### src/rtl/rlct_pkg.sv
`timescale 1ns / 1ps
// Shared types and constants for the RGB LED chain transmitter.
package rlct_pkg;

    localparam int NUM_LEDS_DEF = 128;
    localparam int ROW_W        = 24;
    localparam int CNT_W        = 16;
    localparam int CFG_W        = 16;
    localparam int BIT_CNT_W    = 5;

    localparam logic [BIT_CNT_W-1:0] BIT_LAST = 5'd23;

    localparam logic [7:0]  BIT_PERIOD_RST = 8'd21;
    localparam logic [7:0]  ZERO_HIGH_RST  = 8'd6;
    localparam logic [7:0]  ONE_HIGH_RST   = 8'd15;
    localparam logic [15:0] LATCH_RST      = 16'd4480;

    typedef enum logic [1:0] {
        CMD_SET    = 2'd0,
        CMD_CLEAR  = 2'd1,
        CMD_UPDATE = 2'd2,
        CMD_TICK   = 2'd3
    } cmd_t;

    typedef enum logic [1:0] {
        CFG_BIT_PERIOD = 2'd0,
        CFG_ZERO_HIGH  = 2'd1,
        CFG_ONE_HIGH   = 2'd2,
        CFG_LATCH      = 2'd3
    } cfg_reg_t;

    typedef enum logic [1:0] {
        TX_IDLE  = 2'd0,
        TX_BITS  = 2'd1,
        TX_LATCH = 2'd2
    } tx_phase_t;

    typedef struct packed {
        logic [7:0]  bit_period;
        logic [7:0]  zero_high;
        logic [7:0]  one_high;
        logic [15:0] latch;
    } timing_t;

    typedef struct packed {
        logic start;
        logic tick;
    } tx_ctrl_t;

    typedef struct packed {
        logic active;
        logic active_next;
        logic pin_next;
    } tx_status_t;

endpackage

### src/rtl/rlct_frame_mem.sv
`timescale 1ns / 1ps
// Frame buffer memory: one GRB row per LED, registered read with write forwarding.
module rlct_frame_mem #(
    parameter int DEPTH = rlct_pkg::NUM_LEDS_DEF
) (
    input  logic                                       clk,
    input  logic                                       we,
    input  logic [(DEPTH > 1 ? $clog2(DEPTH) : 1)-1:0] waddr,
    input  logic [rlct_pkg::ROW_W-1:0]                 wdata,
    input  logic [(DEPTH > 1 ? $clog2(DEPTH) : 1)-1:0] raddr,
    output logic [rlct_pkg::ROW_W-1:0]                 rdata
);

    logic [rlct_pkg::ROW_W-1:0] mem [DEPTH];
    logic [rlct_pkg::ROW_W-1:0] rdata_reg;

    always_ff @(posedge clk)
    begin
        if (we)
        begin
            mem[waddr] <= wdata;
        end
    end

    always_ff @(posedge clk)
    begin
        if (we && (waddr == raddr))
        begin
            rdata_reg <= wdata;
        end
        else
        begin
            rdata_reg <= mem[raddr];
        end
    end

    assign rdata = rdata_reg;

endmodule

### src/rtl/rlct_tx.sv
`timescale 1ns / 1ps
// Serializer: bit timing, latch period and row prefetch from the frame buffer.
module rlct_tx #(
    parameter int NUM_LEDS = rlct_pkg::NUM_LEDS_DEF
) (
    input  logic                                             clk,
    input  logic                                             rst_n,
    input  rlct_pkg::tx_ctrl_t                               ctrl,
    input  rlct_pkg::timing_t                                timing,
    input  logic [rlct_pkg::ROW_W-1:0]                       row_data,
    output logic [(NUM_LEDS > 1 ? $clog2(NUM_LEDS) : 1)-1:0] rd_addr,
    output rlct_pkg::tx_status_t                             status
);

    localparam int AW = (NUM_LEDS > 1) ? $clog2(NUM_LEDS) : 1;
    localparam logic [AW-1:0] LED_LAST = AW'(NUM_LEDS - 1);

    rlct_pkg::tx_phase_t                phase_reg, phase_next;
    logic [AW-1:0]                      led_reg, led_next;
    logic [rlct_pkg::BIT_CNT_W-1:0]     bit_reg, bit_next;
    logic [rlct_pkg::CNT_W-1:0]         cnt_reg, cnt_next;
    logic [rlct_pkg::ROW_W-1:0]         row_reg, row_next;

    always_ff @(posedge clk or negedge rst_n)
    begin
        if (!rst_n)
        begin
            phase_reg <= rlct_pkg::TX_IDLE;
            led_reg   <= '0;
            bit_reg   <= '0;
            cnt_reg   <= '0;
            row_reg   <= '0;
        end
        else
        begin
            phase_reg <= phase_next;
            led_reg   <= led_next;
            bit_reg   <= bit_next;
            cnt_reg   <= cnt_next;
            row_reg   <= row_next;
        end
    end

    always_comb
    begin
        logic [rlct_pkg::CNT_W:0] cnt_inc;
        logic [7:0]               high;
        cnt_inc    = {1'b0, cnt_reg} + 17'd1;
        phase_next = phase_reg;
        led_next   = led_reg;
        bit_next   = bit_reg;
        cnt_next   = cnt_reg;
        row_next   = row_reg;
        case (phase_reg)
            rlct_pkg::TX_IDLE:
            begin
                if (ctrl.start)
                begin
                    phase_next = rlct_pkg::TX_BITS;
                    led_next   = '0;
                    bit_next   = '0;
                    cnt_next   = '0;
                    row_next   = row_data;
                end
            end
            rlct_pkg::TX_BITS:
            begin
                if (ctrl.tick)
                begin
                    if (cnt_inc < {9'd0, timing.bit_period})
                    begin
                        cnt_next = cnt_inc[rlct_pkg::CNT_W-1:0];
                    end
                    else
                    begin
                        cnt_next = '0;
                        row_next = {row_reg[rlct_pkg::ROW_W-2:0], 1'b0};
                        if (bit_reg == rlct_pkg::BIT_LAST)
                        begin
                            bit_next = '0;
                            if (led_reg == LED_LAST)
                            begin
                                led_next   = '0;
                                row_next   = '0;
                                phase_next = (timing.latch == 16'd0) ?
                                             rlct_pkg::TX_IDLE : rlct_pkg::TX_LATCH;
                            end
                            else
                            begin
                                led_next = led_reg + AW'(1);
                                row_next = row_data;
                            end
                        end
                        else
                        begin
                            bit_next = bit_reg + 5'd1;
                        end
                    end
                end
            end
            rlct_pkg::TX_LATCH:
            begin
                if (ctrl.tick)
                begin
                    if (cnt_inc >= {1'b0, timing.latch})
                    begin
                        cnt_next   = '0;
                        phase_next = rlct_pkg::TX_IDLE;
                    end
                    else
                    begin
                        cnt_next = cnt_inc[rlct_pkg::CNT_W-1:0];
                    end
                end
            end
            default:
            begin
                phase_next = rlct_pkg::TX_IDLE;
            end
        endcase

        high = row_next[rlct_pkg::ROW_W-1] ? timing.one_high : timing.zero_high;
        status.active      = (phase_reg != rlct_pkg::TX_IDLE);
        status.active_next = (phase_next != rlct_pkg::TX_IDLE);
        status.pin_next    = (phase_next == rlct_pkg::TX_BITS) && (cnt_next < {8'd0, high});
    end

    // prefetch the following LED while the current one shifts out
    assign rd_addr = ((phase_reg == rlct_pkg::TX_BITS) && (led_reg != LED_LAST)) ?
                     led_reg + AW'(1) : '0;

endmodule

### src/rtl/rgb_led_chain_transmitter.sv
`timescale 1ns / 1ps
// Top level: command decode, timing registers, clearing pass and result strobe.
// A result strobes on done in the cycle after its command beat is taken.
// Throughput: one beat per cycle for set, update and tick while busy is low; clear
// holds busy while the frame buffer is zeroed one row per cycle.
// Reset: the same clearing pass runs after reset, busy high.
// The receiver cannot stall: each result is shown for exactly one cycle.
module rgb_led_chain_transmitter #(
    parameter int NUM_LEDS = rlct_pkg::NUM_LEDS_DEF
) (
    input  logic                       clk,
    input  logic                       rst_n,
    input  logic                       start,
    output logic                       busy,
    input  logic [1:0]                 cmd,
    input  logic [6:0]                 led_index,
    input  logic [23:0]                rgb_color,
    input  logic                       cfg_we,
    input  logic [1:0]                 cfg_addr,
    input  logic [rlct_pkg::CFG_W-1:0] cfg_wdata,
    output logic                       done,
    output logic                       data_out,
    output logic                       busy_res,
    output logic                       accepted
);

    localparam int AW = (NUM_LEDS > 1) ? $clog2(NUM_LEDS) : 1;
    localparam logic [AW-1:0] LED_LAST = AW'(NUM_LEDS - 1);

    rlct_pkg::timing_t           timing_reg, timing_next;
    logic                        sweep_reg, sweep_next;
    logic [AW-1:0]               sweep_idx_reg, sweep_idx_next;
    logic                        done_reg, data_out_reg, busy_res_reg, accepted_reg;

    logic                        beat;
    logic                        set_ok, clr_ok, upd_ok, tick_ok;
    logic                        mem_we;
    logic [AW-1:0]               mem_waddr, mem_raddr;
    logic [rlct_pkg::ROW_W-1:0]  mem_wdata, mem_rdata, row_in;
    rlct_pkg::tx_ctrl_t          tx_ctrl;
    rlct_pkg::tx_status_t        tx_status;
    rlct_pkg::cmd_t              cmd_code;

    assign cmd_code = rlct_pkg::cmd_t'(cmd);
    assign beat     = start && !sweep_reg;
    assign busy     = sweep_reg;

    assign set_ok  = beat && (cmd_code == rlct_pkg::CMD_SET) && !tx_status.active &&
                     ({25'd0, led_index} < 32'(NUM_LEDS));
    assign clr_ok  = beat && (cmd_code == rlct_pkg::CMD_CLEAR) && !tx_status.active;
    assign upd_ok  = beat && (cmd_code == rlct_pkg::CMD_UPDATE) && !tx_status.active;
    assign tick_ok = beat && (cmd_code == rlct_pkg::CMD_TICK);

    // GRB order in the buffer
    assign row_in    = {rgb_color[15:8], rgb_color[23:16], rgb_color[7:0]};
    assign mem_we    = set_ok || sweep_reg;
    assign mem_waddr = sweep_reg ? sweep_idx_reg : AW'(led_index);
    assign mem_wdata = sweep_reg ? '0 : row_in;

    assign tx_ctrl.start = upd_ok;
    assign tx_ctrl.tick  = tick_ok;

    rlct_frame_mem #(
        .DEPTH (NUM_LEDS)
    ) u_mem (
        .clk   (clk),
        .we    (mem_we),
        .waddr (mem_waddr),
        .wdata (mem_wdata),
        .raddr (mem_raddr),
        .rdata (mem_rdata)
    );

    rlct_tx #(
        .NUM_LEDS (NUM_LEDS)
    ) u_tx (
        .clk      (clk),
        .rst_n    (rst_n),
        .ctrl     (tx_ctrl),
        .timing   (timing_reg),
        .row_data (mem_rdata),
        .rd_addr  (mem_raddr),
        .status   (tx_status)
    );

    always_comb
    begin
        timing_next = timing_reg;
        if (cfg_we)
        begin
            case (rlct_pkg::cfg_reg_t'(cfg_addr))
                rlct_pkg::CFG_BIT_PERIOD: timing_next.bit_period = cfg_wdata[7:0];
                rlct_pkg::CFG_ZERO_HIGH:  timing_next.zero_high  = cfg_wdata[7:0];
                rlct_pkg::CFG_ONE_HIGH:   timing_next.one_high   = cfg_wdata[7:0];
                rlct_pkg::CFG_LATCH:      timing_next.latch      = cfg_wdata;
                default:                  timing_next = timing_reg;
            endcase
        end
    end

    always_comb
    begin
        sweep_next     = sweep_reg;
        sweep_idx_next = sweep_idx_reg;
        if (sweep_reg)
        begin
            if (sweep_idx_reg == LED_LAST)
            begin
                sweep_next     = 1'b0;
                sweep_idx_next = '0;
            end
            else
            begin
                sweep_idx_next = sweep_idx_reg + AW'(1);
            end
        end
        else if (clr_ok)
        begin
            sweep_next     = 1'b1;
            sweep_idx_next = '0;
        end
    end

    always_ff @(posedge clk or negedge rst_n)
    begin
        if (!rst_n)
        begin
            timing_reg.bit_period <= rlct_pkg::BIT_PERIOD_RST;
            timing_reg.zero_high  <= rlct_pkg::ZERO_HIGH_RST;
            timing_reg.one_high   <= rlct_pkg::ONE_HIGH_RST;
            timing_reg.latch      <= rlct_pkg::LATCH_RST;
            sweep_reg             <= 1'b1;
            sweep_idx_reg         <= '0;
            done_reg              <= 1'b0;
            data_out_reg          <= 1'b0;
            busy_res_reg          <= 1'b0;
            accepted_reg          <= 1'b0;
        end
        else
        begin
            timing_reg    <= timing_next;
            sweep_reg     <= sweep_next;
            sweep_idx_reg <= sweep_idx_next;
            done_reg      <= beat;
            data_out_reg  <= tx_status.pin_next;
            busy_res_reg  <= tx_status.active_next;
            accepted_reg  <= set_ok || clr_ok || upd_ok || tick_ok;
        end
    end

    assign done     = done_reg;
    assign data_out = data_out_reg;
    assign busy_res = busy_res_reg;
    assign accepted = accepted_reg;

    a_done_follows_beat: assert property (@(posedge clk) disable iff (!rst_n)
        beat |=> done)
        else $error("result strobe missing after a command beat");

    a_refused_while_sending: assert property (@(posedge clk) disable iff (!rst_n)
        beat && (cmd_code != rlct_pkg::CMD_TICK) && tx_status.active |=> !accepted)
        else $error("command carried out during a frame");

    a_pin_low_when_idle: assert property (@(posedge clk) disable iff (!rst_n)
        done && !busy_res |-> !data_out)
        else $error("pin high outside a frame");

    a_clear_starts_sweep: assert property (@(posedge clk) disable iff (!rst_n)
        clr_ok |=> busy)
        else $error("clear did not start the clearing pass");

endmodule

### config.mk
export PLATFORM = sky130hd
export DESIGN_NAME = rgb_led_chain_transmitter
export DESIGN_NICKNAME = d
export VERILOG_FILES = /design/src/rtl/rlct_pkg.sv /design/src/rtl/rlct_frame_mem.sv /design/src/rtl/rlct_tx.sv /design/src/rtl/rgb_led_chain_transmitter.sv
export SDC_FILE = /design/constraint.sdc
export NUM_CORES = 2
export LEC_CHECK = 0
export BUFFER_PORTS_ARGS = -buffer_cell sky130_fd_sc_hd__buf_2
export CAP_MARGIN = 40
export CORE_ASPECT_RATIO = 1.25
export CORE_MARGIN = 8
export CORE_UTILIZATION = 50
export CTS_BUF_LIST = sky130_fd_sc_hd__clkbuf_4
export DETAILED_ROUTE_END_ITERATION = 6
export PLACE_DENSITY = 0.76
export SYNTH_ARGS = -nofsm -noshare
export SYNTH_HDL_FRONTEND = slang
export SYNTH_SLANG_ARGS = --single-unit
### constraint.sdc
create_clock -name clk -period 6.05 [get_ports clk]
set_input_delay 0.3025 -clock clk [delete_from_list [all_inputs] [get_ports clk]]
set_output_delay 0.3025 -clock clk [all_outputs]
set_load 0.02 [all_outputs]
==> qor.txt <==
Status = finished, final reports clean
R2R Path End = data_out
Post-synth top flop = edfxtp_1
Fill cells = 17300
Met3 GRT Util = 5.57%
Layout Utilization = 57.2%
Slew headroom = 35.7%
Hold crit path type = input pin to register
Die height = 571 µm
Pre-CTS setup slack = 0.328 ns
H-tree depth = 6
Synth Cell Area = 123000 µm²
Reg2reg setup slack = 0.45 ns
Synthesis Warnings = 0
1st-pass router iterations = 6
# rows = 204
Gr ovfl total = 0
Crit share post-route = 92.6%
Most common cell after layout, fill and taps aside = edfxtp_1
Largest register FFs = 3072
Sequential cell area = 95100 µm²
RSZ-0062 raised after global routing = false
Hold Path Stages = 5
Worst setup SP type = register
Critical Path Max Stage Delay = 0.46 ns
Synth cell types = 78
RR Startpoint = u_tx.cnt_reg[0]
Initial core utilization = 50.1%
Most frequent cells in the layout = edfxtp_1, clkbuf_4, mux4_2
Clock Path Buffers = 4
Max_cap viols = 0
Crit path required time = 7.25 ns
Final setup violating endpoints = 0
CTS tree = built
IO Count = 60
Crit path top cell by count = ha_1
Routed WL = 310000 µm
Largest net degree at the start of global routing = 113
Critical path buffers and inverters = 1
Leak = 45.2 nW
Hold_ws = 0.205 ns
Syn Inst Count = 5170
Worst-Margin Slew = 0.964 ns
GRT met2 Usage = 39.1%
Total Power = 57.1 mW
First-pass GRT wire length = 442000 µm
Met1 usage = 28.7%
Final Hold Vio Count = 0
Critical path's slowest cell = dfrtp_1
Async S/R FF share, synth = 3.33%
Ratio of cells with drive above 1 in the final layout = 41.0%
GRT Max-Usage Layer = met2
Mean Syn Cell Area = 23.8 µm²
WP data arrival = 6.80 ns
Multi-input gate area = 27500 µm²
EDFF count, synth = 3072
Seq/Total Area, Yosys = 77.1%
Num CTS Buffers = 729
GR Util All Layers = 23.2%
HP Start = cfg_we
Initial antenna violation count = 31
Core Footprint = 246000 µm²
Critical path fanouts, max = 6
Root buffer cell = clkbuf_4
Crit path capture type = register
Clock Latency Late Sink = 1.37 ns
Post-Syn Nets = 5257
Number of nets in the layout = 6162
Vias in the first global route = 63600
Final worst path period need = 5.60 ns
Critical path type = register to register
Worst R2R Path Depth = 22
Die width = 460 µm
Port Buf Inserts = 59
DR iter-0 viols = 8136
Mean routed wirelength per cell = 31.2 µm
Post-CTS setup repair buffer count = 0
Synthesized flop and latch total = 3185
Maximum clock frequency = 179 MHz
Final setup skew = 0.179 ns
Global placement routability congestion = 0.859
Drt drc = 0
Via Count = 61700
Max VDD drop = 0.330 mV
Crit-path leading delay family = compound AO/OA/AOI/OAI gates
Vias per cell = 6.20
Hold Path Sink = timing_reg[39]
P&R area growth vs syn = 14.2%
CTS Sinks = 3185
Post-route ant nets = 0
PD cells = 406 nW/µm²
Max Slew Vio Count = 0
TNS Setup = 0 ns
Cells along the critical path = ha_1 -> nand2_1 -> or3_1 -> xnor2_1 -> ha_1 -> and4_1 -> a21boi_0 -> o311a_1 -> o2111a_1 -> or2_1 -> a21oi_4 -> buf_4 -> a22o_1 -> ha_1 -> nand4_1 -> nor2_1 -> a2111o_1 -> nand2_1 -> o2111ai_1 -> a21oi_1 -> nand4bb_1 -> a211oi_2
DP HPWL = 178000 µm
Clock-pin slew on the worst setup and hold paths = 0.07 ns
Min setup slack post-route = 0.451 ns
DIE AREA = 263000 µm²
[metrics by stage]
| stage | cells | cell area, µm² |
|---|---|---|
| 3_3_place_gp | 8486 | 129000 |
| 6_report | 9959 | 141000 |
| 5_1_grt | 9952 | 141000 |
| 4_1_cts | 9939 | 141000 |
| 2_1_floorplan | 5170 | 123000 |
| 3_5_place_dp | 8531 | 130000 |
[worst max-delay path by stage]
stage	startpoint	endpoint	slack, ns	depth (start not counted)
2_1_floorplan	busy	u_mem.mem[0][0]	1.03	4
3_3_place_gp	u_tx.cnt_reg[0]	data_out	0.38	22
3_5_place_dp	u_tx.cnt_reg[0]	data_out	0.33	22
4_1_cts	u_tx.cnt_reg[0]	data_out	0.28	22
5_1_grt	u_tx.cnt_reg[0]	data_out	0.008	23
6_report	u_tx.cnt_reg[0]	data_out	0.45	22
[synthesized netlist by cell type, drive strengths merged, types with 5 or more instances]
| cell type | n | area share [%] |
|---|---|---|
| mux2 | 42 | 0.38 |
| a31oi | 7 | 0.041 |
| o22ai | 10 | 0.051 |
| o221ai | 6 | 0.048 |
| a21oi | 20 | 0.093 |
| nor2 | 153 | 0.47 |
| nand3 | 29 | 0.12 |
| ha | 32 | 0.32 |
| a22oi | 22 | 0.13 |
| inv | 39 | 0.12 |
| and2 | 5 | 0.025 |
| xnor2 | 14 | 0.099 |
| clkbuf | 163 | 0.50 |
| xor2 | 8 | 0.057 |
| a22o | 11 | 0.078 |
| mux2i | 34 | 0.28 |
| dfrtp | 93 | 1.9 |
| o32ai | 7 | 0.050 |
| o21ai | 55 | 0.23 |
| edfxtp | 3072 | 75 |
| nor2b | 30 | 0.15 |
| o31ai | 8 | 0.049 |
| nor4 | 8 | 0.046 |
| nand2 | 79 | 0.24 |
| mux4 | 998 | 18 |
| dfxtp | 7 | 0.11 |
| nor3 | 8 | 0.037 |
| and3 | 9 | 0.046 |
| dfstp | 13 | 0.28 |
| buf | 107 | 0.42 |
| a21o | 6 | 0.037 |
| nand4 | 8 | 0.046 |
| nand2b | 10 | 0.051 |
[cell type report]
type                    count  share of cell area, %
diodes                     18                 0.0320
clock buffers            1070                   5.71
clock inverters           231                   1.01
inverters                  39                  0.104
multi-input cells        1676                   19.6
flip-flops and latches   3185                   67.6
well taps                3296                   2.93
repair buffers            444                   3.06
[metal layers]
layer / routed length (µm) / up-vias
met5: 138 / -
met4: 15500 / 26
met3: 32100 / 743
met2: 157000 / 4083
met1: 106000 / 32300
li1: - / 24600
[where the power goes]
group	switching [mW]	internal [mW]
Combinational	7.71	6.19
Clock	8.39	8.62
Sequential	0.334	25.8
Total	16.4	40.6
[tightest hold or removal path, cell delays in order]
cell,delay [ns]
dlygate4sd3_1,0.53
buf_2,0.14
nor3b_1,0.14
buf_4,0.18
o21ai_0,0.14
[what timing repair did]
action	4_1_cts	5_1_grt
hold buffers	107	0
resized for setup	0	1
hold endpoints to repair	2421	0
endpoints found under the setup margin	0	1
[cells by family after synthesis]
| kind of cell | share of synthesized area [%] |
|---|---|
| xor+xnor | 0.193 |
| fa+ha+maj | 0.325 |
| flops | 77.1 |
| compound gates | 1.05 |
| mux | 18.9 |
| buf+inv | 1.04 |
| simple gates | 1.37 |
(Power assumes the default switching activity.)
